<file path="config.mk">
export PLATFORM = sky130hd
export DESIGN_NAME = bftr_ctrl
export DESIGN_NICKNAME = d
export VERILOG_FILES = /design/src/rtl/bftr_pkg.sv /design/src/rtl/bftr_ctrl.sv
export VERILOG_INCLUDE_DIRS = /design/src /design/src/rtl
export SDC_FILE = /design/constraint.sdc
export NUM_CORES = 1
export LEC_CHECK = 0
export BUFFER_PORTS_ARGS = -buffer_cell sky130_fd_sc_hd__buf_4
export CAP_MARGIN = 30
export CORE_AREA = 2 2 39 41
export DETAILED_ROUTE_END_ITERATION = 12
export DIE_AREA = 0 0 41 43
export PLACE_DENSITY = 0.3
export SYNTH_ARGS = -nofsm -noshare
export SYNTH_HDL_FRONTEND = slang
export SYNTH_SLANG_ARGS = --single-unit
export TNS_END_PERCENT = 100
</file>
<file path="constraint.sdc">
create_clock -name clk -period 2.1 [get_ports clk]
set_input_delay 0.42 -clock clk [delete_from_list [all_inputs] [get_ports clk]]
set_output_delay 0.42 -clock clk [all_outputs]
set_load 0.05 [all_outputs]
</file>
<file path="src/rtl/bitmap_font_text_renderer_assert.svh">
// Assertion macros shared by the renderer modules.
`ifndef BITMAP_FONT_TEXT_RENDERER_ASSERT_SVH
`define BITMAP_FONT_TEXT_RENDERER_ASSERT_SVH

// Same-cycle implication, disabled while reset is low.
`define BFTR_ASSERT_IMPL(label, clk, rst_n, ante, cons, msg) \
  label: assert property (@(posedge clk) disable iff (!rst_n) (ante) |-> (cons)) \
    else $error(msg);

// Next-cycle implication, disabled while reset is low.
`define BFTR_ASSERT_NEXT(label, clk, rst_n, ante, cons, msg) \
  label: assert property (@(posedge clk) disable iff (!rst_n) (ante) |=> (cons)) \
    else $error(msg);

`endif

</file>
<file path="src/rtl/bftr_pkg.sv">
`default_nettype none
package bftr_pkg;

  localparam int CHAR_W     = 8;
  localparam int ADDR_W     = 12;
  localparam int PIX_W      = 12;
  localparam int CFG_IDX_W  = 3;
  localparam int CFG_DATA_W = 10;
  localparam int CUR_W      = 11;
  localparam int STRIP_W    = 4;

  localparam logic [CFG_IDX_W-1:0] CFG_ORIGIN_X   = 3'd0;
  localparam logic [CFG_IDX_W-1:0] CFG_ORIGIN_Y   = 3'd1;
  localparam logic [CFG_IDX_W-1:0] CFG_BOX_WIDTH  = 3'd2;
  localparam logic [CFG_IDX_W-1:0] CFG_BOX_HEIGHT = 3'd3;
  localparam logic [CFG_IDX_W-1:0] CFG_INK_COLOR  = 3'd4;
  localparam logic [CFG_IDX_W-1:0] CFG_TALL_FONT  = 3'd5;

  localparam logic [9:0] RST_BOX_WIDTH  = 10'd128;
  localparam logic [9:0] RST_BOX_HEIGHT = 10'd64;

  localparam logic CMD_DRAW = 1'b0;
  localparam logic CMD_LOAD = 1'b1;

  localparam logic [CHAR_W-1:0] CHAR_NEWLINE = 8'd10;

  localparam logic [CUR_W-1:0] ROW_MAX    = 11'd2047;
  localparam logic [CUR_W-1:0] ROW_STEP_S = 11'd8;
  localparam logic [CUR_W-1:0] ROW_STEP_T = 11'd16;
  localparam logic [CUR_W-1:0] COL_ADV_S  = 11'd8;
  localparam logic [CUR_W-1:0] COL_ADV_T  = 11'd9;

  localparam logic [STRIP_W-1:0] LAST_STRIP_S = 4'd7;
  localparam logic [STRIP_W-1:0] LAST_STRIP_T = 4'd15;

  typedef enum logic [1:0] {
    S_IDLE,
    S_CHECK,
    S_TEST,
    S_DRAW
  } state_t;

  typedef struct packed {
    logic accept;
    logic check;
    logic test;
    logic issue;
  } ctrl_cmd_t;

  typedef struct packed {
    logic go_test;
    logic row_over;
    logic slot_free;
    logic last_strip;
  } dp_status_t;

endpackage
`default_nettype wire

</file>
<file path="src/rtl/bftr_ctrl.sv">
`default_nettype none
`include "bitmap_font_text_renderer_assert.svh"
module bftr_ctrl (
  input  logic                  clk,
  input  logic                  rst_n,
  input  logic                  in_valid,
  output logic                  in_ready,
  input  bftr_pkg::dp_status_t  st,
  output bftr_pkg::ctrl_cmd_t   cmd
);
  import bftr_pkg::*;

  state_t state_r, state_nxt;

  always_ff @(posedge clk) begin
    if (!rst_n) begin
      state_r <= S_IDLE;
    end else begin
      state_r <= state_nxt;
    end
  end

  always_comb begin
    state_nxt = state_r;
    in_ready  = 1'b0;
    cmd       = '0;
    case (state_r)
      S_IDLE: begin
        // hold the input closed while reset is applied
        in_ready = rst_n;
        if (in_valid && rst_n) begin
          cmd.accept = 1'b1;
          state_nxt  = S_CHECK;
        end
      end
      S_CHECK: begin
        cmd.check = 1'b1;
        state_nxt = st.go_test ? S_TEST : S_IDLE;
      end
      S_TEST: begin
        cmd.test  = 1'b1;
        state_nxt = st.row_over ? S_IDLE : S_DRAW;
      end
      S_DRAW: begin
        // advance one strip whenever the output register frees up
        if (st.slot_free) begin
          cmd.issue = 1'b1;
          if (st.last_strip) state_nxt = S_IDLE;
        end
      end
      default: begin
        state_nxt = S_IDLE;
      end
    endcase
  end

  `BFTR_ASSERT_NEXT(a_accept_checks, clk, rst_n, in_valid && in_ready, state_r == S_CHECK, "accepted item not evaluated")
  `BFTR_ASSERT_NEXT(a_last_frees_input, clk, rst_n, cmd.issue && st.last_strip, in_ready, "input not reopened after last strip")
  `BFTR_ASSERT_IMPL(a_ready_in_idle, clk, rst_n, in_ready, state_r == S_IDLE, "input ready outside idle")

endmodule
`default_nettype wire

</file>
After elaboration in Yosys (flattened, before gate mapping)
Index checks and enable logic that the tools add are counted.

Flip-flop bits (word level): 2. Bits in latches: 0. RAM bits: 0. ROM bits: 0. Input port bits: 7. Logic and storage cells: 23. Memories: 0.

Add/sub/neg operators: 0. Multiply operators: 0. Divide/modulo/power cells: 0. Order comparisons: 0. Equal/unequal tests: 6. Shift operators: 0. Multiplexer cells: 13. Bitwise logic cells: 0. Reduce and logical (&&, ||, !) cells: 3.

Operators by type and width (number): $mux W2 (5); $pmux W2 S4 (1); $mux W1 (7); $ne A2 B2 Y1 const B (3); $eq A2 B2 Y1 const B (2); $reduce_and A3 Y1 (1); $eq A2 B1 Y1 const B (1); $logic_not A2 Y1 (1); $logic_and A1 B1 Y1 (1).

Longest topological paths before layout
Gate-level depths: netlist of the first run.

Depth after elaboration: 3. Depth in mapped cells: 2. Depth with buffers taken out: 2.

Least setup slack after synthesis of the first run
No wires, ideal clock.

Kind: input-to-output. From: in rst_n. To: out in_ready. Data arrival time: 1566 ps. Data required time: 1680 ps. Slack: 114 ps. Cell stages on the path: 1. Buffers on the path: 0. Cells stage by stage: nor3b_1.

Longest elaborated chain between the ends: 1.

Ends and longest elaborated chain: start, declared (RTL line bftr_ctrl.sv:5) `input logic rst_n,`; $mux W1 (RTL line bftr_ctrl.sv:27) `case (state_r)`; end, declared (RTL line bftr_ctrl.sv:7) `output logic in_ready,`.

No other way between the ends.

==> flow_metrics.tcl, run 1 <==
set metrics [dict create \
    drc 0 \
    grt_pass1_wl_um 662 \
    ctsHoldBuffers 0 \
    cts_setup_buffers 0 \
    die_y_um 43 \
    wl_per_cell_um 8.50 \
    ios 12 \
    intPower_uw 124 \
    r2r-start "state_r[0]$_SDFFE_PN0P_" \
    grt_max_degree 9 \
    yosysSeqAreaShare_pct 32.7 \
    clk_pin_slew_worst_paths_ns 0.03 \
    r2r_slack_ns 1.26 \
    switching_share_pct 29.4 \
    final_nets 37 \
    p_per_area_mw_per_mm2 707 \
    core_mm2 0.00138 \
    cts.sinks 2 \
    largest_register_ff_count 2 \
    hold_start "st[3]" \
    diodes 0 \
    htree_levels 1 \
    leakage_nw 0.127 \
    die_x_um 41 \
    critical_path_arrival_ns 1.07 \
    min_delay_worst_endpoint "state_r[1]$_SDFFE_PN0P_" \
    synth_edf_count 0 \
    vias 155 \
    share_seq_of_total_power_pct 25.7 \
    worstRegToRegCells 2 \
    ys_seq_elements 2 \
    fin_area_um2 248 \
    async_reset_ff_share_pct 0 \
    power_frac_comb_pct 27.7 \
    final_core_util_pct 17.9 \
    reg2reg_to "state_r[0]$_SDFFE_PN0P_" \
    maxSlewViolCount 0 \
    cp_num_buf_inv 2 \
    cts_tree "built" \
    yosysUniqueCellTypes 10 \
    root_buffer "clkbuf_4" \
    yosys_warnings 0 \
    cts.repair.resized 0 \
    netlist.area_leader.share_pct 32.7 \
    start_kind "register" \
    syn-num-nets 21 \
    max_clock_freq_mhz 672 \
    clk_path_buf_depth 2 \
    synth_area_um2 123 \
    grtUsageTotal_pct 6.11 \
    place_congestion 0.653 \
    clock_skew_ns 0.00306 \
    fin_crit_sh_pct 70.8 \
    syn_to_final_growth_pct 102 \
    rsz0062_at_grt "no" \
    io_buffers 11 \
    hold_violations 0 \
    crit_fanout 7 \
    worstMarginPinSlew_ns 0.212 \
    setup-violations-final 0 \
    cp_cell_sequence "nand4bb_1 -> inv_1 -> buf_4" \
    drive_above_1_share_pct 50.0 \
    max_stage_delay_ns 0.35 \
    outcome "finished clean" \
    period_minus_slack_ns 1.49 \
    syn_inst 14 \
    clockPowerShare_pct 46.7 \
    cp_top_family "flip-flops" \
    synth_common_cells "2 x and3_1, 2 x dfxtp_1, 2 x nor2b_1, 2 x o31ai_1" \
    hold_depth 3 \
    hp-class "in2reg" \
    syn_area_per_cell_um2 8.76 \
    largest_register "state_r" \
    yosysTopAreaCell "dfxtp_1" \
    die_area_mm2 0.00176 \
    placementRows 14 \
    slew_headroom_pct 85.8 \
    insertion_delay_ns 0.22 \
    dr.pass1.iters 2 \
    critPathKind "reg2out" \
    antenna_found_initial 0 \
    ys.flop_type "dfxtp_1" \
    worst_path_max_delay_cell "dfxtp_1" \
    routed_wl_um 374 \
    cts_buffers 3 \
    maxCapViolCount 0 \
    end_kind "output pin" \
    vdd_drop_max_v 0.000168 \
    antenna_left 0 \
    fin_setup_tns_ns 0 \
    routed_via_density 3.52 \
    initialDrtViolationCount 1 \
    dpl-instance-area_um2 225 \
    cp.required_ns 1.68 \
    largestRegisters "state_r x2" \
    switchingPower_uw 51.5 \
    synth_area_leaders "dfxtp_1 33%, o31ai_1 12%, and3_1 10%" \
    grt_remaining_overflow 0 \
    grt_pass1_vias 159 \
    start_util_pct 8.86 \
]
==> logic make-up (layout without fill, tap and decap cells) <==
logic type	after synthesis	after routing	share of synthesized area [%]
AOI/OAI and AO/OA	2	2	12.2
DFF	2	2	32.7
buffers and inverters	1	15	3.06
and+or+nand+nor	9	9	52.0
==> layout make-up <==
class	instances	area [µm²]
fill	158	1140
timing repair buffer	11	82.6
multi-input combinational	11	78.8
sequential	2	40.0
clock buffer	3	22.5
tap	16	20.0
inverter	1	3.75
==> per-layer routing <==
| layer | GRT usage [%] | wire, µm | up-vias |
|---|---|---|---|
| met1 | 6.39 | 143 | 63 |
| met2 | 8.13 | 158 | 12 |
| met4 | 6.00 | 0 | 0 |
| met3 | 3.14 | 72 | 0 |
| li1 | - | - | 80 |
| met5 | 0 | 0 | - |
==> worst max path at each step <==
stage                                  startpoint        to  cells after the start
final                     state_r[1]$_SDFFE_PN0P_    cmd[3]                      3
after global routing      state_r[0]$_SDFFE_PN0P_    cmd[3]                      3
after CTS                 state_r[1]$_SDFFE_PN0P_    cmd[3]                      3
after detailed placement                    rst_n  in_ready                      3
after global placement                      rst_n  in_ready                      3
after floorplan                             rst_n  in_ready                      1
==> power groups by stage <==
stage                     Sequential [mW]  Combinational [mW]  Clock, mW
after floorplan                    0.0441              0.0301          0
after global placement             0.0456              0.0489          0
after detailed placement           0.0457              0.0487          0
after CTS                          0.0452              0.0488     0.0872
after global routing               0.0460              0.0520     0.0864
final                              0.0450              0.0485     0.0818
==> metrics by stage <==
stage | setup WS (ns) | power, mW | std cells | hold slack [ns]
finish | 0.613 | 0.175 | 44 | 0.456
global route | 0.540 | 0.184 | 44 | 0.490
CTS | 0.597 | 0.181 | 44 | 0.450
detailed placement | 0.772 | 0.0944 | 41 | 0.573
global placement | 0.755 | 0.0946 | 41 | 0.573
floorplan | 0.114 | 0.0742 | 14 | 0.517
==> tightest hold or removal path, stage by stage <==
cell      delay [ns]
buf_4           0.08
nand4b_1        0.08
o31ai_1         0.07
==> cells in the final DEF (no fill, tap or decap) <==
cell type and count:
and3_1 2, clkbuf_4 3, nand4bb_1 1, inv_1 1
buf_4 11, and2b_1 1, dfxtp_1 2, nor2b_1 2
nor3b_1 1, nand4b_1 1, o31ai_1 2, nand2_1 1
Power figures use the tool's default switching activity.
==> inputs of run 2 (changes only) <==
--- a/config.mk
+++ b/config.mk
@@ -6,6 +6,7 @@
 export SDC_FILE = /design/constraint.sdc
 export NUM_CORES = 1
 export LEC_CHECK = 0
+export ABC_AREA = 1
 export BUFFER_PORTS_ARGS = -buffer_cell sky130_fd_sc_hd__buf_4
 export CAP_MARGIN = 30
 export CORE_AREA = 2 2 39 41
==> constraint.sdc (replaced) <==
create_clock -name clk -period 1.3 [get_ports clk]
set_input_delay 0.26 -clock clk [delete_from_list [all_inputs] [get_ports clk]]
set_output_delay 0.26 -clock clk [all_outputs]
set_load 0.05 [all_outputs]
==> flow_metrics.tcl, run 2 <==
set metrics [dict create \
    outcome "finished, violations left" \
    failed_checks "setup timing" \
    antenna_left 0 \
    drive_above_1_share_pct 67.5 \
    die_x_um 41 \
    placementRows 14 \
    largest_register "state_r" \
    start_util_pct 10.1 \
    place_ws_ns 0.136 \
    hold_depth 3 \
    timing.final.ws_setup_ns -0.0334 \
    largestRegisters "state_r x2" \
    ys_seq_elements 2 \
    stdcell_count 56 \
    hp-class "in2reg" \
    synth_area_um2 140 \
    worstMarginPinSlew_ns 0.146 \
    final_core_util_pct 22.4 \
    clock_skew_ns 0.00144 \
    reg2reg_to "state_r[1]$_SDFFE_PN0P_" \
    maxCapViolCount 0 \
    vdd_drop_max_v 0.000376 \
    largest_register_ff_count 2 \
    io_buffers 11 \
    syn_area_per_cell_um2 6.09 \
    cts_buffers 3 \
    root_buffer "clkbuf_4" \
    grtUsageTotal_pct 6.51 \
    drc 0 \
    die_area_mm2 0.00176 \
    netlist.area_leader.share_pct 28.6 \
    cts_tree "built" \
    slew_headroom_pct 90.3 \
    core_mm2 0.00138 \
    cts.sinks 2 \
    async_reset_ff_share_pct 0 \
    grt_pass1_vias 163 \
    ios 12 \
    final_nets 49 \
    hold_start "rst_n" \
    max_clock_freq_mhz 750 \
    period_minus_slack_ns 1.33 \
    power_uw 316 \
    critical_path_arrival_ns 1.07 \
    worstRegToRegCells 6 \
    fin_crit_sh_pct 103 \
    critPathKind "reg2out" \
    end_kind "output pin" \
    yosysUniqueCellTypes 9 \
    holdWs_ns 0.238 \
    insertion_delay_ns 0.22 \
    syn_to_final_growth_pct 121 \
    yosysSeqAreaShare_pct 28.6 \
    grt_pass1_wl_um 662 \
    syn-num-nets 30 \
    yosysMostFrequentCell "nand2_1" \
    antenna_found_initial 0 \
    wl_per_cell_um 7.84 \
    routed_via_density 3.38 \
    dpl.cell_count 50 \
    grt_max_degree 6 \
    dr.pass1.iters 2 \
    place_congestion 0.591 \
    yosysTopAreaCell "dfxtp_1" \
    clk_pin_slew_worst_paths_ns 0.03 \
    fin_setup_tns_ns -0.0334 \
    r2r_slack_ns 0.42 \
    p_per_area_mw_per_mm2 1020 \
    synth_area_leaders "dfxtp_1 29%, nand3_1 14%, nand2_1 13%" \
    initialDrtViolationCount 2 \
    synth_common_cells "5 x nand2_1, 4 x inv_1, 4 x nand3_1" \
    final_cell_mix "12 x buf_4, 5 x nand2_1, 4 x nand3_1, 3 x inv_1, 3 x clkbuf_4" \
    crit_fanout 5 \
    min_delay_worst_endpoint "state_r[1]$_SDFFE_PN0P_" \
    r2r-start "state_r[0]$_SDFFE_PN0P_" \
    die_y_um 43 \
    grt_remaining_overflow 0 \
    fin_area_um2 310 \
    setup-violations-final 1 \
    synth_edf_count 0 \
    ys.flop_type "dfxtp_1" \
    vias 189 \
    routed_wl_um 439 \
    cp.required_ns 1.04 \
    htree_levels 1 \
    rsz0062_at_grt "yes" \
    diodes 0 \
    final_common_cell "buf_4" \
    yosys_warnings 0 \
    start_kind "register" \
    leakage_nw 0.175 \
    clk_path_buf_depth 2 \
    syn_inst 23 \
    maxSlewViolCount 0 \
    hold_violations 0 \
    dpl-instance-area_um2 246 \
    dp_hpwl_um 298 \
]
[run 2: cell types whose count changed after synthesis, moves of 2 or more]
cell,previous run,this run
and3_1,2,0
inv_1,1,4
inv_2,0,2
nand2_1,1,5
nand2_2,0,2
nand3_1,0,4
nor2_1,0,2
nor2b_1,2,0
o31ai_1,2,0
[run 2: layout make-up]
cell class,instances,area (µm²)
inverter,6,26.3
tap,16,20.0
clock buffer,3,22.5
multi-input combinational,15,80.1
fill,164,1070
timing repair buffer,14,116
sequential,2,45.0
[run 2: worst max path at each step]
| stage | slack (ns) | startpoint | cells after the start | to |
|---|---|---|---|---|
| floorplan | -0.03 | state_r[1]$_SDFFE_PN0P_ | 2 | cmd[1] |
| global placement | 0.13 | state_r[0]$_SDFFE_PN0P_ | 6 | cmd[3] |
| detailed placement | 0.14 | state_r[0]$_SDFFE_PN0P_ | 6 | cmd[3] |
| CTS | -0.04 | state_r[0]$_SDFFE_PN0P_ | 6 | cmd[3] |
| global route | -0.11 | state_r[0]$_SDFFE_PN0P_ | 6 | cmd[3] |
| finish | -0.03 | state_r[0]$_SDFFE_PN0P_ | 6 | cmd[3] |
[run 2: logic make-up (layout without fill, tap and decap cells)]
logic type,Yosys count,after routing,synth area share [%]
DFF,2,2,28.6
buffers and inverters,6,23,16.1
and+or+nand+nor,15,15,55.4
[run 2: layer usage]
layer	global-route usage [%]	vias to the layer above	part of all wire [%]
met1	6.71	73	40
met4	6.00	0	1.4
met2	5.94	10	41
li1	-	104	-
met5	0	-	0
met3	8.38	2	17
[run 2: repair_timing]
item,CTS,global route
hold buffers,0,0
gates resized for setup,4,3
setup endpoints to repair,1,2
pin swaps,2,0
buffers inserted,3,0
[run 2: where the power goes]
group	total, mW	internal [mW]	switching [mW]
logic	0.107	0.0457	0.0609
clock network	0.138	0.102	0.0357
registers	0.0718	0.0663	0.00547
total	0.316	0.214	0.102
[run 2: critical path, stage by stage, from the launching register on]
cell and delay [ns]:
dfxtp_4 0.35, inv_2 0.06, nand2_2 0.06, nor2_4 0.09, nand2_2 0.08, clkinvlp_4 0.08
buf_8 0.13
==> inputs of run 3 (changes only) <==
--- a/config.mk
+++ b/config.mk
@@ -6,13 +6,15 @@
 export SDC_FILE = /design/constraint.sdc
 export NUM_CORES = 1
 export LEC_CHECK = 0
-export ABC_AREA = 1
+export ABC_AREA = 0
 export BUFFER_PORTS_ARGS = -buffer_cell sky130_fd_sc_hd__buf_4
 export CAP_MARGIN = 30
+export CELL_PAD_IN_SITES_DETAIL_PLACEMENT = 2
+export CELL_PAD_IN_SITES_GLOBAL_PLACEMENT = 2
 export CORE_AREA = 2 2 39 41
 export DETAILED_ROUTE_END_ITERATION = 12
 export DIE_AREA = 0 0 41 43
-export PLACE_DENSITY = 0.3
+export PLACE_DENSITY = 0.46
 export SYNTH_ARGS = -nofsm -noshare
 export SYNTH_HDL_FRONTEND = slang
 export SYNTH_SLANG_ARGS = --single-unit
==> flow_metrics.tcl, run 3 (same netlist as run 1, synthesis figures left out) <==
set metrics [dict create \
    crit_fanout 7 \
    cts_tree "built" \
    root_buffer "clkbuf_4" \
    hold_violations 0 \
    use_met1_pct 7.99 \
    routed_wl_um 500 \
    placementRows 14 \
    final_common_cell "buf_4" \
    critPathKind "reg2out" \
    clk_pin_slew_worst_paths_ns 0.03 \
    maxSlewViolCount 0 \
    critical_path_arrival_ns 1.01 \
    cts.sinks 2 \
    reg2reg_to "state_r[0]$_SDFFE_PN0P_" \
    largest_register "state_r" \
    initialDrtViolationCount 0 \
    end_kind "output pin" \
    outcome "finished clean" \
    setup-violations-final 0 \
    clk_path_buf_depth 2 \
    grtUsageTotal_pct 7.01 \
    wl_per_cell_um 10.6 \
    maxCapViolCount 0 \
    cts_buffers 3 \
    vdd_drop_max_v 0.000168 \
    die_area_mm2 0.00176 \
    vias 186 \
    largest_register_ff_count 2 \
    clock_skew_ns 0.000390 \
    crit_path_start "state_r[1]$_SDFFE_PN0P_" \
    ctsHoldBuffers 0 \
    diodes 0 \
    max_clock_freq_mhz 789 \
    ios 12 \
    core_mm2 0.00138 \
    leakage_nw 0.148 \
    place_congestion 0.551 \
    insertion_delay_ns 0.22 \
    hold_start "st[3]" \
    worstRegToRegCells 4 \
    fin_setup_tns_ns 0 \
    final_cell_mix "13 x buf_4, 3 x clkbuf_4, 2 x and3_1, 2 x o31ai_1, 2 x dfxtp_4" \
    grt_remaining_overflow 0 \
    antenna_left 0 \
    final_core_util_pct 22.3 \
    dr.pass1.iters 1 \
    fillCellCount 157 \
    die_y_um 43 \
    rsz0062_at_grt "yes" \
    largestRegisters "state_r x2" \
    routed_via_density 3.96 \
    start_util_pct 8.86 \
    r2r-start "state_r[1]$_SDFFE_PN0P_" \
    drc 0 \
    crit_path_end "cmd[3]" \
    grt_pass1_vias 184 \
    grt_pass1_wl_um 738 \
    drive_above_1_share_pct 74.2 \
    hp-class "in2reg" \
    final_nets 40 \
    r2r_slack_ns 0.31 \
    cp.required_ns 1.04 \
    p_per_area_mw_per_mm2 1000 \
    dp_hpwl_um 343 \
    top_usage_layer "met4" \
    grt_use_met3_pct 2.09 \
    start_kind "register" \
    antenna_found_initial 0 \
    grt_max_degree 8 \
    worstMarginPinSlew_ns 0.197 \
    fin_crit_sh_pct 97.5 \
    die_x_um 41 \
    io_buffers 11 \
    htree_levels 1 \
    grtUsageMet2_pct 8.13 \
    slew_headroom_pct 86.7 \
    syn_to_final_growth_pct 152 \
    period_minus_slack_ns 1.27 \
]
-- run 3: changes by cell type in the layout (fill, tap and decap cells not counted), sizes merged, moves of 2 or more --
cell | previous run | this run
nor2b | 0 | 2
nor2 | 3 | 0
o31ai | 0 | 2
nand2 | 7 | 1
inv | 5 | 1
nand3 | 4 | 0
-- run 3: metrics by stage --
step	worst slack [ns]	hold slack, ns	area [µm²]	power, mW	std cells
floorplan	0.0157	0.422	130	0.123	14
global placement	0.198	0.523	233	0.156	41
detailed placement	0.177	0.532	233	0.157	41
CTS	-0.0116	0.286	279	0.321	46
global route	-0.0135	0.326	309	0.331	47
finish	0.0327	0.303	309	0.310	47
-- run 3: worst min path at each step --
stage,endpoint,slack (ns),cells after the start
global placement,state_r[1]$_SDFFE_PN0P_,0.52,3
finish,state_r[1]$_SDFFE_PN0P_,0.30,3
CTS,state_r[1]$_SDFFE_PN0P_,0.29,3
global route,state_r[1]$_SDFFE_PN0P_,0.33,3
floorplan,state_r[1]$_SDFFE_PN0P_,0.42,2
detailed placement,state_r[1]$_SDFFE_PN0P_,0.53,3
-- run 3: area by class of cell --
cell class,count,area [µm²],area share [%]
well taps,16,20.0,6.48
flip-flops and latches,2,47.5,15.4
inverters,1,3.75,1.21
multi-input cells,11,103,33.2
clock buffers,3,22.5,7.29
repair buffers,14,113,36.4
-- run 3: where the power goes --
| group | leakage (nW) | total (mW) | switching [mW] | internal, mW |
|---|---|---|---|---|
| logic | 0.117 | 0.102 | 0.0528 | 0.0493 |
| registers | 0.0178 | 0.0722 | 0.00728 | 0.0650 |
| clock network | 0.0138 | 0.136 | 0.0339 | 0.102 |
| total | 0.148 | 0.310 | 0.0940 | 0.216 |
-- run 3: layer usage --
layer / vias up / wire length (µm)
li1: 88 / -
met1: 84 / 231
met2: 12 / 199
met3: 2 / 60
met4: 0 / 10
met5: - / 0
-- run 3: what timing repair did --
| action | CTS | global route |
|---|---|---|
| buffers inserted | 2 | 1 |
| endpoints found under the setup margin | 4 | 1 |
| gates resized for setup | 4 | 4 |
| cloned | 0 | 0 |
| pin swaps | 1 | 1 |
-- run 3: critical path: stages (launching register included) --
cell and delay (ns):
dfxtp_4 0.35, nand4bb_4 0.23, inv_2 0.07, buf_8 0.14
